## src/rtl/core/nrc_pkg.sv

```systemverilog
// Shared types, constants and checksum helpers for the NAT rewrite checksum core.
package nrc_pkg;

  localparam int unsigned NSTG    = 4;
  localparam int unsigned C32_STG = 3;
  localparam logic [15:0] MASK16  = 16'hffff;

  typedef struct packed {
    logic        is_forward;
    logic [31:0] src_ip;
    logic [31:0] dst_ip;
    logic [15:0] src_port;
    logic [15:0] dst_port;
    logic [15:0] ip_checksum;
    logic [15:0] l4_checksum;
    logic        l4_present;
    logic [31:0] target_ip;
    logic [15:0] target_port;
    logic [47:0] target_mac;
    logic [47:0] old_dst_mac;
  } nrc_in_t;

  typedef struct packed {
    logic [31:0] new_src_ip;
    logic [31:0] new_dst_ip;
    logic [15:0] new_src_port;
    logic [15:0] new_dst_port;
    logic [15:0] new_ip_checksum;
    logic [15:0] new_l4_checksum;
    logic [47:0] new_dst_mac;
    logic [47:0] new_src_mac;
  } nrc_out_t;

  typedef struct packed {
    logic [31:0] new_src_ip;
    logic [31:0] new_dst_ip;
    logic [15:0] new_src_port;
    logic [15:0] new_dst_port;
    logic [47:0] new_dst_mac;
    logic [47:0] new_src_mac;
    logic [15:0] l4_checksum;
    logic        l4_present;
    logic [15:0] prev_port;
    logic [15:0] target_port;
  } nrc_pass_t;

  typedef struct packed {
    logic [C32_STG-1:0] en;
  } nrc_ctl_t;

  // 32-bit add with end-around carry
  function automatic logic [31:0] eac32(input logic [31:0] a, input logic [31:0] b);
    logic [32:0] s;
    s = {1'b0, a} + {1'b0, b};
    return s[31:0] + {31'b0, s[32]};
  endfunction

  // 16-bit add with end-around carry
  function automatic logic [15:0] eac16(input logic [15:0] a, input logic [15:0] b);
    logic [16:0] s;
    s = {1'b0, a} + {1'b0, b};
    return s[15:0] + {15'b0, s[16]};
  endfunction

endpackage

```

## src/rtl/core/nrc_csum32.sv

```systemverilog
// Three-stage incremental checksum update for a 32-bit field replacement.
module nrc_csum32
  import nrc_pkg::*;
(
  input  logic        clk,
  input  nrc_ctl_t    ctl,
  input  logic [15:0] sum,
  input  logic [31:0] from_val,
  input  logic [31:0] to_val,
  output logic [15:0] ck
);

  logic [31:0] t_r, t_nxt;
  logic [31:0] to_r;
  logic [31:0] u_r, u_nxt;
  logic [15:0] ck_r, ck_nxt;
  logic [16:0] v1;
  logic [15:0] v2;

  assign t_nxt = eac32({MASK16, ~sum}, ~from_val);
  assign u_nxt = eac32(t_r, to_r);

  always_comb begin
    v1     = {1'b0, u_r[15:0]} + {1'b0, u_r[31:16]};
    v2     = v1[15:0] + {15'b0, v1[16]};
    ck_nxt = ~v2;
  end

  always_ff @(posedge clk) begin
    if (ctl.en[0]) begin
      t_r  <= t_nxt;
      to_r <= to_val;
    end
    if (ctl.en[1]) begin
      u_r <= u_nxt;
    end
    if (ctl.en[2]) begin
      ck_r <= ck_nxt;
    end
  end

  assign ck = ck_r;

endmodule

```

## src/rtl/core/nrc_csum16.sv

```systemverilog
// Port update of the L4 checksum and bypass when no L4 checksum is carried.
module nrc_csum16
  import nrc_pkg::*;
(
  input  logic [15:0] sum,
  input  logic [15:0] from_val,
  input  logic [15:0] to_val,
  input  logic        present,
  input  logic [15:0] orig,
  output logic [15:0] ck
);

  logic [15:0] t;
  logic [15:0] r;

  always_comb begin
    t  = eac16(~sum, ~from_val);
    r  = ~eac16(t, to_val);
    ck = present ? r : orig;
  end

endmodule

```

## src/rtl/core/nat_rewrite_incremental_checksum_core.sv

```systemverilog
// Top level of the NAT header rewrite core with incremental checksum update.
//
// Input channel in_valid/in_stall/in_data carries one parsed header tuple and
// its translation target per beat; out_valid/out_stall/out_data returns one
// rewritten tuple per beat, in order.
// Throughput: one beat per cycle while out_stall is low. The four stages are:
// end-around-carry subtract of the old address, end-around-carry add of the
// new address, double fold, then the 16-bit port update of the L4 checksum
// into the output register.
// Each stage has its own valid bit and loads whenever it is empty or its
// successor takes its beat, so bubbles are squeezed out under stall.
// Reset clears all valid bits; payload registers are not reset.
// When out_stall is high the output beat holds; in_stall rises only once all
// four stages hold a beat, and no beat is lost or repeated.
module nat_rewrite_incremental_checksum_core
  import nrc_pkg::*;
(
  input  logic     clk,
  input  logic     rst_n,
  input  logic     in_valid,
  output logic     in_stall,
  input  nrc_in_t  in_data,
  output logic     out_valid,
  input  logic     out_stall,
  output nrc_out_t out_data
);

  logic [NSTG-1:0] v_r, v_nxt;
  logic [NSTG-1:0] en;
  nrc_ctl_t        ctl;
  nrc_pass_t       pass_r [C32_STG];
  nrc_pass_t       pass_nxt;
  nrc_out_t        out_r, out_nxt;
  logic [31:0]     old_ip;
  logic [15:0]     ip_ck;
  logic [15:0]     l4_ck32;
  logic [15:0]     l4_ck;

  always_comb begin
    en[NSTG-1] = !v_r[NSTG-1] || !out_stall;
    for (int i = NSTG - 2; i >= 0; i--) begin
      en[i] = !v_r[i] || en[i+1];
    end
    v_nxt    = {v_r[NSTG-2:0], in_valid};
    ctl.en   = en[C32_STG-1:0];
  end

  assign in_stall = !en[0];

  always_comb begin
    old_ip               = in_data.is_forward ? in_data.dst_ip : in_data.src_ip;
    pass_nxt.new_src_ip  = in_data.is_forward ? in_data.src_ip : in_data.target_ip;
    pass_nxt.new_dst_ip  = in_data.is_forward ? in_data.target_ip : in_data.dst_ip;
    pass_nxt.new_src_port = in_data.is_forward ? in_data.src_port : in_data.target_port;
    pass_nxt.new_dst_port = in_data.is_forward ? in_data.target_port : in_data.dst_port;
    pass_nxt.new_dst_mac = in_data.target_mac;
    pass_nxt.new_src_mac = in_data.old_dst_mac;
    pass_nxt.l4_checksum = in_data.l4_checksum;
    pass_nxt.l4_present  = in_data.l4_present;
    pass_nxt.prev_port   = in_data.is_forward ? in_data.dst_port : in_data.src_port;
    pass_nxt.target_port = in_data.target_port;
  end

  nrc_csum32 u_ip_ck (
    .clk      (clk),
    .ctl      (ctl),
    .sum      (in_data.ip_checksum),
    .from_val (old_ip),
    .to_val   (in_data.target_ip),
    .ck       (ip_ck)
  );

  nrc_csum32 u_l4_ck (
    .clk      (clk),
    .ctl      (ctl),
    .sum      (in_data.l4_checksum),
    .from_val (old_ip),
    .to_val   (in_data.target_ip),
    .ck       (l4_ck32)
  );

  nrc_csum16 u_port_ck (
    .sum      (l4_ck32),
    .from_val (pass_r[C32_STG-1].prev_port),
    .to_val   (pass_r[C32_STG-1].target_port),
    .present  (pass_r[C32_STG-1].l4_present),
    .orig     (pass_r[C32_STG-1].l4_checksum),
    .ck       (l4_ck)
  );

  always_comb begin
    out_nxt.new_src_ip      = pass_r[C32_STG-1].new_src_ip;
    out_nxt.new_dst_ip      = pass_r[C32_STG-1].new_dst_ip;
    out_nxt.new_src_port    = pass_r[C32_STG-1].new_src_port;
    out_nxt.new_dst_port    = pass_r[C32_STG-1].new_dst_port;
    out_nxt.new_ip_checksum = ip_ck;
    out_nxt.new_l4_checksum = l4_ck;
    out_nxt.new_dst_mac     = pass_r[C32_STG-1].new_dst_mac;
    out_nxt.new_src_mac     = pass_r[C32_STG-1].new_src_mac;
  end

  always_ff @(posedge clk) begin
    if (!rst_n) begin
      v_r <= '0;
    end else begin
      for (int i = 0; i < NSTG; i++) begin
        if (en[i]) begin
          v_r[i] <= v_nxt[i];
        end
      end
    end
  end

  always_ff @(posedge clk) begin
    if (en[0]) begin
      pass_r[0] <= pass_nxt;
    end
    for (int i = 1; i < C32_STG; i++) begin
      if (en[i]) begin
        pass_r[i] <= pass_r[i-1];
      end
    end
    if (en[NSTG-1]) begin
      out_r <= out_nxt;
    end
  end

  assign out_valid = v_r[NSTG-1];
  assign out_data  = out_r;

`ifndef SYNTHESIS
  // input backs up only with every stage full and the output stalled
  a_stall_full: assert property (@(posedge clk) disable iff (!rst_n)
    in_stall |-> ((&v_r) && out_stall))
    else $error("in_stall with a free pipeline stage");

  // a beat handed to stage two is held there on the next edge
  a_advance: assert property (@(posedge clk) disable iff (!rst_n)
    (v_r[0] && en[1]) |=> v_r[1])
    else $error("beat lost between stage one and two");

  // reset empties the pipeline
  a_reset_empty: assert property (@(posedge clk)
    !rst_n |=> (v_r == '0))
    else $error("valid bits set after reset");
`endif

endmodule

```

## config.mk

```make
export PLATFORM = sky130hd
export DESIGN_NAME = nat_rewrite_incremental_checksum_core
export DESIGN_NICKNAME = d
export VERILOG_FILES = /design/src/rtl/core/nrc_pkg.sv /design/src/rtl/core/nrc_csum32.sv /design/src/rtl/core/nrc_csum16.sv /design/src/rtl/core/nat_rewrite_incremental_checksum_core.sv
export SDC_FILE = /design/constraint.sdc
export NUM_CORES = 1
export LEC_CHECK = 0
export ABC_AREA = 1
export BUFFER_PORTS_ARGS = -buffer_cell sky130_fd_sc_hd__buf_2
export CAP_MARGIN = 20
export CORE_MARGIN = 5
export CORE_UTILIZATION = 50
export DETAILED_ROUTE_END_ITERATION = 10
export GPL_TIMING_DRIVEN = 0
export HOLD_SLACK_MARGIN = 0.08
export PLACE_DENSITY_LB_ADDON = 0.25
export SYNTH_ARGS = -nofsm -noshare
export SYNTH_HDL_FRONTEND = slang
export SYNTH_SLANG_ARGS = --single-unit
export TNS_END_PERCENT = 20
```

## constraint.sdc

```tcl
create_clock -name clk -period 30.3 [get_ports clk]
set_input_delay 4.545 -clock clk [delete_from_list [all_inputs] [get_ports clk]]
set_output_delay 4.545 -clock clk [all_outputs]
set_load 0.01 [all_outputs]
```

==> run summary, run 1 <==
Status = finished clean
Routed len/inst = 19.40 um
Syn avg cell area = 10.46 um2
Die area = 114,200 um2
Mapped Nets = 5,603
CTS max path bufs = 3
Overall global routing resource usage = 0.2447
Slew HR = 0.2967
Max frequency = 84.81 MHz
Clock root cell = clkbuf_16
Cell area after placement = 58,390 um2
Period minus WS final = 11.79 ns
Number of routed nets with antenna violations = 0
Crit-path max cell delay = 0.56 ns
Global-route wire length before repair = 210,200 um
Hold WS = 0.3968 ns
Io pins = 504
Unique cell type count in the Yosys netlist = 48
Flops & latches, synth = 1,143
Leak pwr = 28.08 nW
Die W = 337.9 um
DP HPWL = 110,600 um
Initial core utilization = 0.5029
CTS tree = done
Mapped Cells = 5,140
Most used DFF post-synth = edfxtp_1
Clk_skew = 0.04113 ns
Register area share after synthesis = 0.6377
Vias/cell = 5.080
Clock Sinks = 1,143
Post-CTS resize count = 0
GRT Residual Overflow = 0
Endpoints failing hold = 0
Critical Path RT = 25.76 ns
Via count = 37,046
Final Max Slew Viols = 0
YS warnings = 0
Data arrival time of the worst path = 7.25 ns
Final Cycle Share = 0.3892
Post-Syn Area = 53,760 um2
Clk slew on worst S/H paths = 0.06 ns
P&R area growth vs syn = 15.81%
CTS Buf Count = 111
Max cap viols = 0
Gpl congestion = 0.9430
Core outline area = 106,900 um2
EDFF count, synth = 1,139
Synth async-reset ratio = 0
Nets = 6,237
Worst reg-to-reg setup slack = 23.13 ns
Final core occ = 0.5824
Cell Chain, Critical Path = buf_2 > nand2_4 > nor2_1 > inv_8 > nor2_1 > inv_8 > nor2_1 > buf_2
P per Cell Area = 82.13 nW/um2
Detailed Route WL = 141,500 um
Drt initial violations = 3,128
Layout cells sized above 1 = 0.1453
Worst min path class = register to register
CTS Hold Bufs = 0
Crit path max fanout = 100
Number of global-route vias before repair = 35,524
Peak supply drop = 0.06032 mV
Initial antenna violation count = 37
Drt first pass iters = 6
Remaining DRCs = 0
Crit end category = output pin
Port Buffers = 503
Least-Margin Pin Slew = 1.044 ns
Final setup violating endpoints = 0
Cell repeated most along the worst path = nor2_1
Critical path's slowest cell = inv_8
CP Launch Type = primary input
Pin count of the biggest net entering global routing = 115
Post-CTS setup buffer count = 0
RSZ-0062 raised after global routing = false
Row count = 120
Finished Cell Area = 62,260 um2
Htree depth = 3
Worst-Skew Late Latency = 0.70 ns
Die extent in y = 337.9 um
Worst Path Class, Setup = primary input to output pin
==> cell type report <==
class | instances | area, um2
fill | 8989 | 44650
sequential | 1143 | 34280
multi-input combinational | 3221 | 16530
clock buffer | 130 | 2870
timing repair buffer | 521 | 2844
inverter | 738 | 2793
tap | 1403 | 1755
clock inverter | 71 | 927.1
buffer | 38 | 185.2
antenna | 28 | 70.07
==> worst paths after layout <==
check	from	to	cells after the start
setup / recovery	out_stall	in_stall	8
hold reg to reg	pass_r[0][258]	pass_r[0][499]	0
hold / removal	pass_r[0][258]	pass_r[0][499]	0
setup reg to reg	u_l4_ck.ck[0]	out_data[108]	45
==> cells in the final DEF (no fill, tap or decap), types with 17 or more instances in the layout <==
cell type,instances
xnor2_1,54
clkbuf_16,112
buf_2,509
nand3_1,281
nand3_2,17
bufinv_16,18
nor2_1,415
clkbuf_1,47
nor2_2,35
xor2_1,120
clkinv_1,23
inv_1,714
nand3b_1,21
edfxtp_1,1139
nand2_2,35
nand4_1,87
ha_1,177
nand2_1,1584
nor3_1,28
o21ai_0,125
clkinv_2,17
diode_2,28
a21oi_1,107
==> cells by family (layout without fill, tap and decap cells) <==
family	Yosys count	in the layout	synth area share
AO/OA/AOI/OAI	287	287	0.02884
XOR/XNOR	183	183	0.03107
adder cells (fa/ha/maj)	185	185	0.04417
buffers and inverters	776	1498	0.05497
flip-flops	1143	1143	0.6377
other	0	28	0
AND/OR/NAND/NOR	2566	2566	0.2032
==> sequential cells by signal, summed over array words and instances, names as in the netlist <==
name	count
pass_r	723
u_ip_ck.u_r	32
u_ip_ck.ck	16
u_l4_ck.u_r	32
out_data	224
u_l4_ck.ck	16
u_ip_ck.to_r	32
u_ip_ck.t_r	32
v_r	4
u_l4_ck.t_r	32
==> power breakdown <==
part	internal [W]	switching [W]	total (W)
sequential	0.00197	0.0000619	0.00204
combinational	0.000544	0.00111	0.00165
clock	0.000836	0.000591	0.00143
==> critical path, delay by kind of cell <==
kind	cells	cell delay [ns]
buf+inv	4	1.37
simple gates	4	1.29
==> per-stage QoR <==
step	setup slack, ns	instances	power (W)	setup TNS (ns)
floorplan	1.024	5140	0.003232	0
global placement	-10.95	7046	0.003694	-3657.48
detailed placement	18.38	7064	0.003711	0
CTS	18.36	7265	0.005150	0
global route	18.24	7279	0.005442	0
finish	18.51	7293	0.005113	0
==> synthesized netlist by cell type (2+ instances only) <==
library cell,instances,area share
nand2_1,1585,0.11
edfxtp_1,1139,0.64
inv_1,717,0.050
nor2_1,415,0.029
nand3_1,281,0.026
ha_1,177,0.041
o21ai_0,126,0.012
xor2_1,120,0.020
a21oi_1,107,0.010
nand4_1,87,0.010
xnor2_1,54,0.0088
nand2_2,35,0.0041
nor2_2,35,0.0041
clkbuf_1,29,0.0020
nor3_1,28,0.0026
nand3b_1,21,0.0029
nand3_2,17,0.0032
nor2_4,16,0.0034
inv_2,15,0.0010
o21bai_1,14,0.0020
a31oi_1,13,0.0015
and2_1,11,0.0013
xor2_2,9,0.0027
a21o_1,8,0.0011
fa_1,8,0.0030
nor3_2,8,0.0015
or2_2,8,0.00093
and3_1,7,0.00081
clkinv_1,6,0.00042
o21ai_1,6,0.00056
buf_6,5,0.0010
a21boi_0,4,0.00056
dfxtp_1,4,0.0015
nand2_4,4,0.00084
nor4_1,3,0.00035
o211ai_1,3,0.00042
buf_1,2,0.00014
nor3b_2,2,0.00047
o31ai_1,2,0.00028
==> layer usage <==
metal | wire length (um) | track usage | vias to the layer above
met2 | 67970 | 0.4155 | 1176
met4 | 3788 | 0.07397 | 22
met5 | 184 | 0 | -
met1 | 59170 | 0.3254 | 17270
met3 | 10370 | 0.04282 | 220
li1 | - | - | 18358
Note: power is estimated with default switching activity, not from simulation.
==> run 2: changes to the inputs <==
Settings changed: ABC_AREA 1 to 0.
Clock period 30.3 ns to 10.16 ns, I/O delays scaled along.
==> run summary, run 2 <==
Status = finished clean (unchanged)
Clk_skew = 0.03200 ns (was 0.04113 ns)
Most frequent cell after synthesis = edfxtp_1 (was nand2_1)
DP HPWL = 87,150 um (was 110,600 um)
Unique cell type count in the Yosys netlist = 97 (was 48)
Core outline area = 96,850 um2 (was 106,900 um2)
Peak supply drop = 0.1539 mV (was 0.06032 mV)
Total power draw = 0.01461 W (was 0.005113 W)
Synth top area share = 0.7007 (was 0.6362)
Remaining DRCs = 0 (unchanged)
Worst slack at placement = 0.1559 ns (was 18.38 ns)
Max reg flops = 723 (unchanged)
Final worst-path setup slack = 0.7364 ns (was 18.51 ns)
Final Max Slew Viols = 0 (unchanged)
Leak pwr = 22.21 nW (was 28.08 nW)
Clock root cell = clkbuf_16 (unchanged)
Least-Margin Pin Slew = 1.153 ns (was 1.044 ns)
R2r worst-path depth = 36 (was 45)
Crit path max fanout = 10 (was 100)
Mapped Cells = 3,139 (was 5,140)
Routed len/inst = 22.43 um (was 19.40 um)
FF/Latch Area = 34,280 um2 (unchanged)
Vias/cell = 5.415 (was 5.080)
Flops & latches, synth = 1,143 (unchanged)
GRT Residual Overflow = 0 (unchanged)
P per Cell Area = 254.9 nW/um2 (was 82.13 nW/um2)
Worst Path Class, Setup = primary input to register (was primary input to output pin)
Endpoints failing hold = 0 (unchanged)
Die extent in y = 322.4 um (was 337.9 um)
Initial antenna violation count = 23 (was 37)
Port Buffers = 502 (was 503)
Htree depth = 3 (unchanged)
Post-CTS setup buffer count = 0 (unchanged)
RSZ-0062 raised after global routing = false (unchanged)
Data arrival time of the worst path = 9.83 ns (was 7.25 ns)
Io pins = 504 (unchanged)
CTS Buf Count = 114 (was 111)
Most frequent cells in the layout = edfxtp_1 (1,139), buf_2 (513), xnor2_1 (197) (was nand2_1 (1,584), edfxtp_1 (1,139), inv_1 (714))
Max frequency = 106.1 MHz
Clk slew on worst S/H paths = 0.06 ns (about the same)
Post-Syn Area = 48,810 um2 (was 53,760 um2)
Via count = 27,929 (was 37,046)
Number of global-route vias before repair = 27,411 (was 35,524)
Critical Path RT = 10.57 ns (was 25.76 ns)
R2r endpoint = out_data[108] (unchanged)
Number of routed nets with antenna violations = 0 (unchanged)
Commonest non-fill, non-tap cell in the layout = edfxtp_1 (was nand2_1)
EDFF count, synth = 1,139 (unchanged)
Mapped Nets = 3,602 (was 5,603)
Hold path endpoint = pass_r[0][502] (was pass_r[0][499])
Worst-Skew Late Latency = 0.70 ns (about the same)
Register area share after synthesis = 0.7024 (was 0.6377)
P&R area growth vs syn = 17.45% (was 15.81%)
Final setup violating endpoints = 0 (unchanged)
Reg with most FFs = pass_r (unchanged)
Detailed Route WL = 115,700 um (was 141,500 um)
YS warnings = 0 (unchanged)
Global-route wire length before repair = 170,100 um (was 210,200 um)
Slew HR = 0.2311 (was 0.2967)
Syn avg cell area = 15.55 um2 (was 10.46 um2)
Overall global routing resource usage = 0.2184 (was 0.2447)
CP Launch Type = primary input (unchanged)
Setup TNS = 0 ns (unchanged)
Synth async-reset ratio = 0 (unchanged)
Clock Sinks = 1,143 (unchanged)
Die area = 104,000 um2 (was 114,200 um2)
Layout cells sized above 1 = 0.2297 (was 0.1453)
Final core occ = 0.5919 (was 0.5824)
CTS tree = done (unchanged)
Max cap viols = 0 (unchanged)
Die W = 322.4 um (was 337.9 um)
CTS Hold Bufs = 0 (unchanged)
WHS Path Cells = 0 (unchanged)
Crit end category = register (was output pin)
Row count = 114 (was 120)
Filler Cells Inserted = 7,394 (was 8,989)
Post-synth top area cell = edfxtp_1 (unchanged)
Worst min path class = register to register (unchanged)
CTS max path bufs = 3 (unchanged)
R2R Path Start = pass_r[0][498] (was u_l4_ck.ck[0])
Post-CTS resize count = 0 (unchanged)
Gpl congestion = 0.9300 (was 0.9430)
Final Cycle Share = 0.9275
Initial core utilization = 0.5040 (was 0.5029)
Drt first pass iters = 5 (was 6)
Pin count of the biggest net entering global routing = 116 (was 115)
Multi-input logic area = 13,920 um2 (was 16,530 um2)
Area contributors post-synth = edfxtp_1 (70%), ha_1 (4.5%), xnor2_1 (3.5%) (was edfxtp_1 (64%), nand2_1 (11%), inv_1 (5.0%))
Nets = 4,239 (was 6,237)
Most used DFF post-synth = edfxtp_1 (unchanged)
Drt initial violations = 2,123 (was 3,128)
Period minus WS final = 9.424 ns
Commonest cells in the netlist = edfxtp_1 (1,139), xnor2_1 (197), ha_1 (177), nand2_1 (152), a21oi_1 (135) (was nand2_1 (1,585), edfxtp_1 (1,139), inv_1 (717), nor2_1 (415), nand3_1 (281))
Worst reg-to-reg setup slack = 1.68 ns (was 23.13 ns)
Hold path start = pass_r[0][261] (was pass_r[0][258])
## run 2: how the worst max path moves through the flow
stage | startpoint | to | slack, ns | cells past startpoint
2_1_floorplan | out_stall | pass_r[0][241] | 1.14 | 2
3_3_place_gp | out_stall | pass_r[0][322] | -3.11 | 3
3_5_place_dp | in_data[273] | u_l4_ck.t_r[29] | 0.16 | 23
4_1_cts | in_data[273] | u_l4_ck.t_r[29] | 0.90 | 23
5_1_grt | in_data[273] | u_l4_ck.t_r[27] | 0.43 | 23
6_report | in_data[273] | u_l4_ck.t_r[27] | 0.74 | 23
## run 2: metal layers
layer,global-route usage,part of all wire,vias to the layer above
met5,0,0.00072,-
met4,0.07414,0.029,12
met3,0.06005,0.081,170
met2,0.3426,0.46,815
met1,0.2984,0.43,13587
li1,-,-,13345
## run 2: final cells by class
class,count,area share
sequential,1143,0.5980
multi-input combinational,1831,0.2429
timing repair buffer,521,0.05234
clock buffer,138,0.05133
tap,1276,0.02785
clock inverter,68,0.01574
inverter,121,0.008054
buffer,44,0.003121
antenna,16,0.0006984
## run 2: kinds of logic (layout without fill, tap and decap cells)
| kind of cell | count (synthesis) | in the layout | share of synthesized area |
|---|---|---|---|
| other | 0 | 16 | 0 |
| xor gates and xnor gates | 317 | 317 | 0.05688 |
| AOI/OAI and AO/OA | 503 | 503 | 0.06978 |
| DFF | 1143 | 1143 | 0.7024 |
| muxes | 158 | 158 | 0.03555 |
| buffers and inverters | 165 | 892 | 0.01297 |
| adders and majority gates | 185 | 185 | 0.04865 |
| and+or+nand+nor | 668 | 668 | 0.07380 |
## run 2: per-stage QoR
step / hold WS [ns] / area (um2) / instances
CTS: 0.3986 / 57280 / 5141
finish: 0.3915 / 57330 / 5158
global route: 0.4019 / 57310 / 5151
detailed placement: 0.4045 / 53440 / 4935
floorplan: 0.4003 / 48820 / 3139
global placement: 0.4003 / 52920 / 4917
## run 2: power breakdown
group          internal [W]  total [W]  leakage [nW]  switching (W)
Sequential          0.00593    0.00613          12.1       0.000205
Clock               0.00249    0.00426          1.85        0.00177
Combinational       0.00176    0.00422          8.27        0.00246
## run 2: critical path, cell delays in order
cell and delay, ns:
buf_2 0.18, buf_2 0.28, buf_2 0.33, buf_1 0.67, buf_1 0.69, clkbuf_1 0.92, mux2i_1 0.73, ha_1 0.34
and2_1 0.15, clkbuf_1 0.32, nand3_1 0.16, or4_1 0.68, o211ai_2 0.26, or2_2 0.27, ha_1 0.18, and3_1 0.19
nand2_1 0.09, nor3_1 0.41, nand4_1 0.40, nor3_2 0.33, nor3b_2 0.35, nor3b_2 0.24, xnor2_1 0.10
